**config.mk**
```make
export PLATFORM = sky130hd
export DESIGN_NAME = pid_speed_controller_unit
export DESIGN_NICKNAME = d
export VERILOG_FILES = /design/src/design/psc_pkg.sv /design/src/design/psc_cfg_regs.sv /design/src/design/psc_datapath.sv /design/src/design/pid_speed_controller_unit.sv
export SDC_FILE = /design/constraint.sdc
export NUM_CORES = 2
export LEC_CHECK = 0
export BUFFER_PORTS_ARGS = -buffer_cell sky130_fd_sc_hd__buf_2
export CORE_UTILIZATION = 25
export DETAILED_ROUTE_END_ITERATION = 16
export MAX_ROUTING_LAYER = met4
export RECOVER_POWER = 100
export SYNTH_ARGS = -nofsm -noshare
export SYNTH_HDL_FRONTEND = slang
export SYNTH_HIERARCHICAL = 1
export SYNTH_SLANG_ARGS = --single-unit
```
**constraint.sdc**
```tcl
create_clock -name i_clk -period 25.1 [get_ports i_clk]
set_input_delay 2.51 -clock i_clk [delete_from_list [all_inputs] [get_ports i_clk]]
set_output_delay 2.51 -clock i_clk [all_outputs]
set_load 0.01 [all_outputs]
```
**src/design/psc_pkg.sv**
```systemverilog
// ----------------------------------------------------------------------------
// psc_pkg
// Shared constants and types of the PID speed controller: default widths,
// configuration register indexes, the reset value of the upper drive limit,
// and the mode flags.
package psc_pkg;

    // default data path widths
    localparam int DATA_WIDTH_DEF = 16;
    localparam int FRAC_BITS_DEF  = 8;

    // configuration register index
    localparam int CFG_IDX_W = 3;

    localparam logic [CFG_IDX_W-1:0] REG_KP_GAIN        = 3'd0;
    localparam logic [CFG_IDX_W-1:0] REG_KI_GAIN        = 3'd1;
    localparam logic [CFG_IDX_W-1:0] REG_KD_GAIN        = 3'd2;
    localparam logic [CFG_IDX_W-1:0] REG_OUT_MIN        = 3'd3;
    localparam logic [CFG_IDX_W-1:0] REG_OUT_MAX        = 3'd4;
    localparam logic [CFG_IDX_W-1:0] REG_REVERSE_ACTION = 3'd5;
    localparam logic [CFG_IDX_W-1:0] REG_AUTO_MODE      = 3'd6;

    // reset value of the upper drive limit
    localparam int OUT_MAX_RESET = 1023;

    // loop mode flags
    typedef struct packed {
        logic reverse_action;
        logic auto_mode;
    } t_mode;

endpackage

```
**src/design/psc_cfg_regs.sv**
```systemverilog
// ----------------------------------------------------------------------------
// psc_cfg_regs
// Configuration register file: gains, drive limits and mode flags, written
// through a valid/ready channel that is always ready.
// ----------------------------------------------------------------------------
module psc_cfg_regs
    import psc_pkg::*;
#(
    parameter int DATA_WIDTH = DATA_WIDTH_DEF
) (
    input  logic                         i_clk,
    input  logic                         i_rst_n,
    input  logic                         i_cfg_valid,
    output logic                         o_cfg_ready,
    input  logic [CFG_IDX_W-1:0]         i_cfg_index,
    input  logic [DATA_WIDTH-1:0]        i_cfg_data,
    output logic signed [DATA_WIDTH-1:0] o_kp_gain,
    output logic signed [DATA_WIDTH-1:0] o_ki_gain,
    output logic signed [DATA_WIDTH-1:0] o_kd_gain,
    output logic signed [DATA_WIDTH-1:0] o_out_min,
    output logic signed [DATA_WIDTH-1:0] o_out_max,
    output t_mode                        o_mode
);

    logic signed [DATA_WIDTH-1:0] r_kp_gain;
    logic signed [DATA_WIDTH-1:0] r_ki_gain;
    logic signed [DATA_WIDTH-1:0] r_kd_gain;
    logic signed [DATA_WIDTH-1:0] r_out_min;
    logic signed [DATA_WIDTH-1:0] r_out_max;
    t_mode                        r_mode;

    // writes are always accepted
    assign o_cfg_ready = 1'b1;

    // register writes, unknown indexes ignored
    always_ff @(posedge i_clk) begin
        if (!i_rst_n) begin
            r_kp_gain <= '0;
            r_ki_gain <= '0;
            r_kd_gain <= '0;
            r_out_min <= '0;
            r_out_max <= DATA_WIDTH'(OUT_MAX_RESET);
            r_mode    <= '0;
        end else if (i_cfg_valid && o_cfg_ready) begin
            case (i_cfg_index)
                REG_KP_GAIN:        r_kp_gain <= $signed(i_cfg_data);
                REG_KI_GAIN:        r_ki_gain <= $signed(i_cfg_data);
                REG_KD_GAIN:        r_kd_gain <= $signed(i_cfg_data);
                REG_OUT_MIN:        r_out_min <= $signed(i_cfg_data);
                REG_OUT_MAX:        r_out_max <= $signed(i_cfg_data);
                REG_REVERSE_ACTION: r_mode.reverse_action <= i_cfg_data[0];
                REG_AUTO_MODE:      r_mode.auto_mode <= i_cfg_data[0];
                default: ;
            endcase
        end
    end

    assign o_kp_gain = r_kp_gain;
    assign o_ki_gain = r_ki_gain;
    assign o_kd_gain = r_kd_gain;
    assign o_out_min = r_out_min;
    assign o_out_max = r_out_max;
    assign o_mode    = r_mode;

endmodule

```
**src/design/psc_datapath.sv**
```systemverilog
// ----------------------------------------------------------------------------
// psc_datapath
// One PID update: restart preload, integral accumulate and clamp, drive sum
// with derivative on measurement, clamp, truncation toward zero and manual hold.
// ----------------------------------------------------------------------------
module psc_datapath
    import psc_pkg::*;
#(
    parameter int DATA_WIDTH = DATA_WIDTH_DEF,
    parameter int FRAC_BITS  = FRAC_BITS_DEF
) (
    input  logic signed [DATA_WIDTH-1:0]           i_kp_gain,
    input  logic signed [DATA_WIDTH-1:0]           i_ki_gain,
    input  logic signed [DATA_WIDTH-1:0]           i_kd_gain,
    input  logic signed [DATA_WIDTH-1:0]           i_out_min,
    input  logic signed [DATA_WIDTH-1:0]           i_out_max,
    input  t_mode                                  i_mode,
    input  logic signed [DATA_WIDTH+FRAC_BITS-1:0] i_integral,
    input  logic [DATA_WIDTH-1:0]                  i_last_measured,
    input  logic signed [DATA_WIDTH-1:0]           i_last_drive,
    input  logic [DATA_WIDTH-1:0]                  i_measured,
    input  logic [DATA_WIDTH-1:0]                  i_target,
    input  logic                                   i_restart,
    output logic signed [DATA_WIDTH+FRAC_BITS-1:0] o_integral,
    output logic [DATA_WIDTH-1:0]                  o_last_measured,
    output logic signed [DATA_WIDTH-1:0]           o_last_drive,
    output logic signed [DATA_WIDTH-1:0]           o_drive,
    output logic                                   o_computed
);

    localparam int W  = DATA_WIDTH;
    localparam int F  = FRAC_BITS;
    localparam int IW = W + F;                       // integral and drive, fixed point
    localparam int GW = W + 1;                       // negated gain, error, change
    localparam int PW = 2 * GW;                      // exact product
    localparam int SW = ((PW > IW) ? PW : IW) + 2;   // exact sum
    localparam int CW = (SW > 65) ? SW : 65;         // room for the 64-bit bounds

    localparam logic signed [CW-1:0] SAT_MAX = CW'({1'b0, {63{1'b1}}});
    localparam logic signed [CW-1:0] SAT_MIN = -SAT_MAX - CW'(1);
    localparam logic [IW-1:0]        FMASK   = IW'((64'd1 << F) - 64'd1);

    // saturate at the signed 64-bit range
    function automatic logic signed [CW-1:0] f_sat(input logic signed [CW-1:0] x);
        logic signed [CW-1:0] y;
        if (x > SAT_MAX) begin
            y = SAT_MAX;
        end else if (x < SAT_MIN) begin
            y = SAT_MIN;
        end else begin
            y = x;
        end
        return y;
    endfunction

    // clamp to the limits, upper limit tested first
    function automatic logic signed [IW-1:0] f_limit(
        input logic signed [CW-1:0] x,
        input logic signed [IW-1:0] hi,
        input logic signed [IW-1:0] lo
    );
        logic signed [IW-1:0] y;
        if (x > CW'(hi)) begin
            y = hi;
        end else if (x < CW'(lo)) begin
            y = lo;
        end else begin
            y = IW'(x);
        end
        return y;
    endfunction

    logic signed [IW-1:0] lim_hi;
    logic signed [IW-1:0] lim_lo;
    logic signed [IW-1:0] drive_scaled;
    logic signed [IW-1:0] int_src;
    logic [W-1:0]         meas_src;
    logic signed [GW-1:0] kp_x;
    logic signed [GW-1:0] ki_x;
    logic signed [GW-1:0] kd_x;
    logic signed [GW-1:0] kp_eff;
    logic signed [GW-1:0] ki_eff;
    logic signed [GW-1:0] kd_eff;
    logic signed [GW-1:0] err;
    logic signed [GW-1:0] dmeas;
    logic signed [PW-1:0] p_kp;
    logic signed [PW-1:0] p_ki;
    logic signed [PW-1:0] p_kd;
    logic signed [CW-1:0] int_acc;
    logic signed [IW-1:0] int_new;
    logic signed [CW-1:0] sum_a;
    logic signed [CW-1:0] sum_b;
    logic signed [IW-1:0] drv_fix;
    logic signed [IW-1:0] drv_quot;
    logic                 drv_round;
    logic signed [IW-1:0] drv_int;
    logic signed [W-1:0]  drv_new;

    // limits in fixed point
    assign lim_hi = IW'(i_out_max) <<< F;
    assign lim_lo = IW'(i_out_min) <<< F;

    // restart preload
    assign drive_scaled = IW'(i_last_drive) <<< F;
    assign int_src  = i_restart ? f_limit(CW'(drive_scaled), lim_hi, lim_lo) : i_integral;
    assign meas_src = i_restart ? i_measured : i_last_measured;

    // loop direction
    assign kp_x   = GW'(i_kp_gain);
    assign ki_x   = GW'(i_ki_gain);
    assign kd_x   = GW'(i_kd_gain);
    assign kp_eff = i_mode.reverse_action ? -kp_x : kp_x;
    assign ki_eff = i_mode.reverse_action ? -ki_x : ki_x;
    assign kd_eff = i_mode.reverse_action ? -kd_x : kd_x;

    // error and measurement change
    assign err   = $signed({1'b0, i_target}) - $signed({1'b0, i_measured});
    assign dmeas = $signed({1'b0, i_measured}) - $signed({1'b0, meas_src});

    // gain products
    assign p_kp = kp_eff * err;
    assign p_ki = ki_eff * err;
    assign p_kd = kd_eff * dmeas;

    // integral update
    assign int_acc = f_sat(CW'(int_src) + CW'(p_ki));
    assign int_new = f_limit(int_acc, lim_hi, lim_lo);

    // drive sum and clamp
    assign sum_a   = f_sat(CW'(p_kp) + CW'(int_new));
    assign sum_b   = f_sat(sum_a - CW'(p_kd));
    assign drv_fix = f_limit(sum_b, lim_hi, lim_lo);

    // drop the fraction toward zero
    assign drv_quot  = drv_fix >>> F;
    assign drv_round = drv_fix[IW-1] && ((drv_fix & FMASK) != '0);
    assign drv_int   = drv_quot + $signed({{(IW-1){1'b0}}, drv_round});
    assign drv_new   = drv_int[W-1:0];

    // manual mode holds drive; integral keeps its value or its restart preload
    always_comb begin
        if (i_mode.auto_mode) begin
            o_integral      = int_new;
            o_last_measured = i_measured;
            o_last_drive    = drv_new;
            o_drive         = drv_new;
            o_computed      = 1'b1;
        end else begin
            o_integral      = int_src;
            o_last_measured = meas_src;
            o_last_drive    = i_last_drive;
            o_drive         = i_last_drive;
            o_computed      = 1'b0;
        end
    end

endmodule

```
**src/design/pid_speed_controller_unit.sv**
```systemverilog
// ----------------------------------------------------------------------------
// pid_speed_controller_unit
// PID speed loop with derivative on measurement and clamped integral.
// ----------------------------------------------------------------------------
// One sample enters per cycle while the output is not stalled. Its result is
// presented after the input register and then the result register, and the
// loop that updates the integral, last measurement and last drive between
// the input and result registers is combinational, so a new sample can
// enter while the result of the last one waits in the result register.
// Each sample gives exactly one result: the clamped drive and a flag that is
// 1 when the loop ran in automatic mode and 0 when the last drive was held.
// Configuration writes are always ready and take effect on the next sample;
// write them only while no sample is in flight.
module pid_speed_controller_unit
    import psc_pkg::*;
#(
    parameter int DATA_WIDTH = DATA_WIDTH_DEF,
    parameter int FRAC_BITS  = FRAC_BITS_DEF
) (
    input  logic                         i_clk,
    input  logic                         i_rst_n,
    // configuration write channel
    input  logic                         i_cfg_valid,
    output logic                         o_cfg_ready,
    input  logic [CFG_IDX_W-1:0]         i_cfg_index,
    input  logic [DATA_WIDTH-1:0]        i_cfg_data,
    // sample input
    input  logic                         i_valid,
    output logic                         o_stall,
    input  logic [DATA_WIDTH-1:0]        i_measured,
    input  logic [DATA_WIDTH-1:0]        i_target,
    input  logic                         i_restart,
    // result output
    output logic                         o_valid,
    input  logic                         i_stall,
    output logic signed [DATA_WIDTH-1:0] o_drive,
    output logic                         o_computed
);

    localparam int IW = DATA_WIDTH + FRAC_BITS;

    logic signed [DATA_WIDTH-1:0] kp_gain;
    logic signed [DATA_WIDTH-1:0] ki_gain;
    logic signed [DATA_WIDTH-1:0] kd_gain;
    logic signed [DATA_WIDTH-1:0] out_min;
    logic signed [DATA_WIDTH-1:0] out_max;
    t_mode                        mode;

    logic                         r_in_valid;
    logic [DATA_WIDTH-1:0]        r_measured;
    logic [DATA_WIDTH-1:0]        r_target;
    logic                         r_restart;

    logic signed [IW-1:0]         r_integral;
    logic [DATA_WIDTH-1:0]        r_last_measured;
    logic signed [DATA_WIDTH-1:0] r_last_drive;
    logic signed [IW-1:0]         n_integral;
    logic [DATA_WIDTH-1:0]        n_last_measured;
    logic signed [DATA_WIDTH-1:0] n_last_drive;

    logic                         r_out_valid;
    logic signed [DATA_WIDTH-1:0] r_drive;
    logic                         r_computed;
    logic signed [DATA_WIDTH-1:0] n_drive;
    logic                         n_computed;

    logic                         out_adv;
    logic                         in_adv;
    logic                         fire;
    logic                         in_xfer;

    // configuration registers
    psc_cfg_regs #(
        .DATA_WIDTH (DATA_WIDTH)
    ) u_cfg (
        .i_clk       (i_clk),
        .i_rst_n     (i_rst_n),
        .i_cfg_valid (i_cfg_valid),
        .o_cfg_ready (o_cfg_ready),
        .i_cfg_index (i_cfg_index),
        .i_cfg_data  (i_cfg_data),
        .o_kp_gain   (kp_gain),
        .o_ki_gain   (ki_gain),
        .o_kd_gain   (kd_gain),
        .o_out_min   (out_min),
        .o_out_max   (out_max),
        .o_mode      (mode)
    );

    // pipeline flow control
    assign out_adv = !r_out_valid || !i_stall;
    assign in_adv  = !r_in_valid || out_adv;
    assign fire    = r_in_valid && out_adv;
    assign o_stall = !in_adv;
    assign in_xfer = i_valid && !o_stall;

    // input register
    always_ff @(posedge i_clk) begin
        if (!i_rst_n) begin
            r_in_valid <= 1'b0;
        end else if (in_adv) begin
            r_in_valid <= i_valid;
        end
    end

    always_ff @(posedge i_clk) begin
        if (in_xfer) begin
            r_measured <= i_measured;
            r_target   <= i_target;
            r_restart  <= i_restart;
        end
    end

    // single-pass update
    psc_datapath #(
        .DATA_WIDTH (DATA_WIDTH),
        .FRAC_BITS  (FRAC_BITS)
    ) u_dp (
        .i_kp_gain       (kp_gain),
        .i_ki_gain       (ki_gain),
        .i_kd_gain       (kd_gain),
        .i_out_min       (out_min),
        .i_out_max       (out_max),
        .i_mode          (mode),
        .i_integral      (r_integral),
        .i_last_measured (r_last_measured),
        .i_last_drive    (r_last_drive),
        .i_measured      (r_measured),
        .i_target        (r_target),
        .i_restart       (r_restart),
        .o_integral      (n_integral),
        .o_last_measured (n_last_measured),
        .o_last_drive    (n_last_drive),
        .o_drive         (n_drive),
        .o_computed      (n_computed)
    );

    // loop state
    always_ff @(posedge i_clk) begin
        if (!i_rst_n) begin
            r_integral      <= '0;
            r_last_measured <= '0;
            r_last_drive    <= '0;
        end else if (fire) begin
            r_integral      <= n_integral;
            r_last_measured <= n_last_measured;
            r_last_drive    <= n_last_drive;
        end
    end

    // result register
    always_ff @(posedge i_clk) begin
        if (!i_rst_n) begin
            r_out_valid <= 1'b0;
        end else if (out_adv) begin
            r_out_valid <= r_in_valid;
        end
    end

    always_ff @(posedge i_clk) begin
        if (fire) begin
            r_drive    <= n_drive;
            r_computed <= n_computed;
        end
    end

    assign o_valid    = r_out_valid;
    assign o_drive    = r_drive;
    assign o_computed = r_computed;

endmodule

```
==> out/results.ini <==
[floorplan]
top_level_ports=77
fp-row-count=168
die_x_um=462
die_area_um2=214000
core_area_um2=210000
die_h_um=462
start_util_pct=25.2

[detailed_routing]
first_pass_iters=6
ant_nets=0
via_per_inst=4.65
via_count=44600
avgRoutedWirePerCell_um=18.9
wirelength_mm=182
drc=0
drtIter0Drc=2880

[sta]
tns_ns=-0.0886
worst_slew_pin_slew_ns=3.11
rsz0062_at_grt=yes
max_freq_ghz=0.0398
relSlewSlack_pct=-107
setup_viol=4
finalMaxSlewViolations=69
finalHoldViolCount=0
setup_slack_ns=-0.0324
clock_skew_ns=0.0274
fin_crit_ns=25.13
finalCritPeriodShare_pct=100

[global_routing]
grt_overflow=0
antenna_found_initial=10
first_global_vias=46500
track_usage_pct=17.5
grt_max_degree=119
grt_pass1_wl_mm=280

[clocking]
clock_latency_ns=0.54
root_buffer=clkbuf_16
cts_tree=done
cts_made_buffers=17
clockBufferDepth=2
cts_sinks=190
cts-htree-levels=4
hold_buffers=0
clk_pin_slew_worst_paths_ns=0.10

[synthesis]
synth-main-ff-cell=dfxtp_1
yosys-top-cells-count=1,214 x inv_1, 1,000 x fa_1, 813 x nand2_1
yosys_warnings=6
async_flop_share_pct=0
syn_inst=6021
synthTopCellsByArea=fa_1 38%, ha_1 12%, inv_1 8.6%, nand2_1 5.8%, dfxtp_1 5.3%
synth_cell_types=90
avgSynthCellArea_um2=8.80
synth_top_area_share_pct=37.8
syn-cell-area_um2=53000
synth-edff-count=50
synth.most_common_cell=inv_1
synth_area_leader_cell=fa_1
synth-seq-area-share_pct=8.12
syn_nets=7606
ys_ff_latch=190

[placement]
io_buffers=75
dp_hpwl_mm=153
placed_cell_area_um2=62500
place_congestion=0.955
preCtsSetupSlack_ns=-1.48

[cells_and_area]
area_growth_pct=23.2
regArea_um2=4310
stdcell_area_um2=65300
num-nets-final=8368
utilization_pct=31.1
multi_input_area_um2=44700
fillerInstances=21900
drive_gt1_share_pct=19.7

[min_path]
min_from=r_integral[4]
min_path_type=flop to flop

[setup_path]
crit_top_cell=fa_1
critPathKind=flop to flop
slowest_stage=fa_1
arrival_ns=25.59
worstPathMaxFanout=8
cp-end-kind=flop
critPathMaxStageDelay_ns=0.61
crit_start=r_measured[0]
start_kind=flop
required_ns=25.55
r2r_start=r_measured[0]

[status]
violations=capacitance limit, slew limit, setup timing
status=finished, violations left

[flow_run]
drv_cap=2

## through the flow
step                      hold WS, ns  instances
after floorplan                 0.430       6021
after global placement          0.438       9492
after detailed placement        0.449       9492
after CTS                       0.462       9564
after global routing            0.481       9604
final                           0.459       9604
## kinds of logic (layout without fill, tap and decap cells)
family / count (synthesis) / after routing / synth area share [%]
buf+inv: 1458 / 2233 / 10.7
simple gates: 1694 / 1694 / 14.5
other cells: 1 / 4 / 0.00708
fa+ha+maj: 1540 / 1540 / 50.5
compound gates: 714 / 714 / 8.61
mux: 231 / 231 / 4.41
flops: 190 / 190 / 8.12
xor+xnor: 193 / 193 / 3.23
## registers in the layout, indices dropped and copies added, names as in the netlist
register / flops
o_computed: 1
u_cfg/o_out_max: 16
u_cfg/o_kd_gain: 16
r_restart: 1
r_in_valid: 1
r_last_measured: 16
u_cfg/o_out_min: 16
r_measured: 16
u_cfg/o_mode: 2
o_valid: 1
u_cfg/o_kp_gain: 16
r_integral: 24
u_cfg/o_ki_gain: 16
r_last_drive: 16
o_drive: 16
r_target: 16
## final cells by class
cell class	instances	area share, %
Clock inverter	14	0.190
Sequential cell	190	6.61
Clock buffer	18	0.658
Multi-Input combinational cell	4373	68.5
Timing Repair Buffer	983	11.6
Tap cell	2805	5.38
Inverter	1218	7.01
Antenna cell	3	0.0115
## layout by cell type, fill, tap and decap left out, drive strengths merged, types with 26 or more instances in the layout
cell type,count
o21ai,183
o31ai,32
inv,1224
a21oi,188
and2,74
edfxtp,50
nand2b,115
nor3,49
nor2b,74
nor2,324
nand3,92
o21a,32
buf,964
mux2i,211
dfxtp,140
nand4,47
clkbuf,37
ha,528
a21o,86
xor2,66
a31oi,26
xnor2,127
fa,1000
nand2,814
a21boi,26
## metal layers
| metal | wire [um] | up-vias | share of wire, % | track usage, % |
|---|---|---|---|---|
| li1 | - | 20400 | - | - |
| met1 | 73600 | 22700 | 41 | 21.4 |
| met2 | 89100 | 1270 | 49 | 29.3 |
| met3 | 9360 | 324 | 5.2 | 1.76 |
| met4 | 9520 | 0 | 5.2 | 7.55 |
| met5 | 0 | - | 0 | - |
## worst max-delay path: cells and delay by family, from the launching register on
kind / cells / cell delay [ns]
buffers and inverters: 24 / 2.81
AO/OA/AOI/OAI: 37 / 6.67
flip-flops: 1 / 0.43
multiplexers: 2 / 0.37
AND/OR/NAND/NOR: 22 / 4.36
XOR/XNOR: 4 / 0.74
adder cells (fa/ha/maj): 23 / 9.60
## repair_timing
| action | CTS | global route |
|---|---|---|
| buffers inserted | 42 | 39 |
| pin swaps | 111 | 181 |
| setup endpoints to repair | 32 | 32 |
| endpoints found under the hold margin | 0 | 0 |
| cloned | 0 | 1 |
| gates resized for setup | 117 | 261 |
## final timing paths
| path | end | slack, ns | cells after the start |
|---|---|---|---|
| min reg2reg | r_integral[4] | 0.46 | 2 |
| min | r_integral[4] | 0.46 | 2 |
| max reg2reg | r_last_drive[14] | -0.03 | 112 |
| max | r_last_drive[14] | -0.03 | 112 |
Power is left out: the tool's default activity adds up to more than one toggle a clock period on the data nets, which glitch-free logic cannot reach.
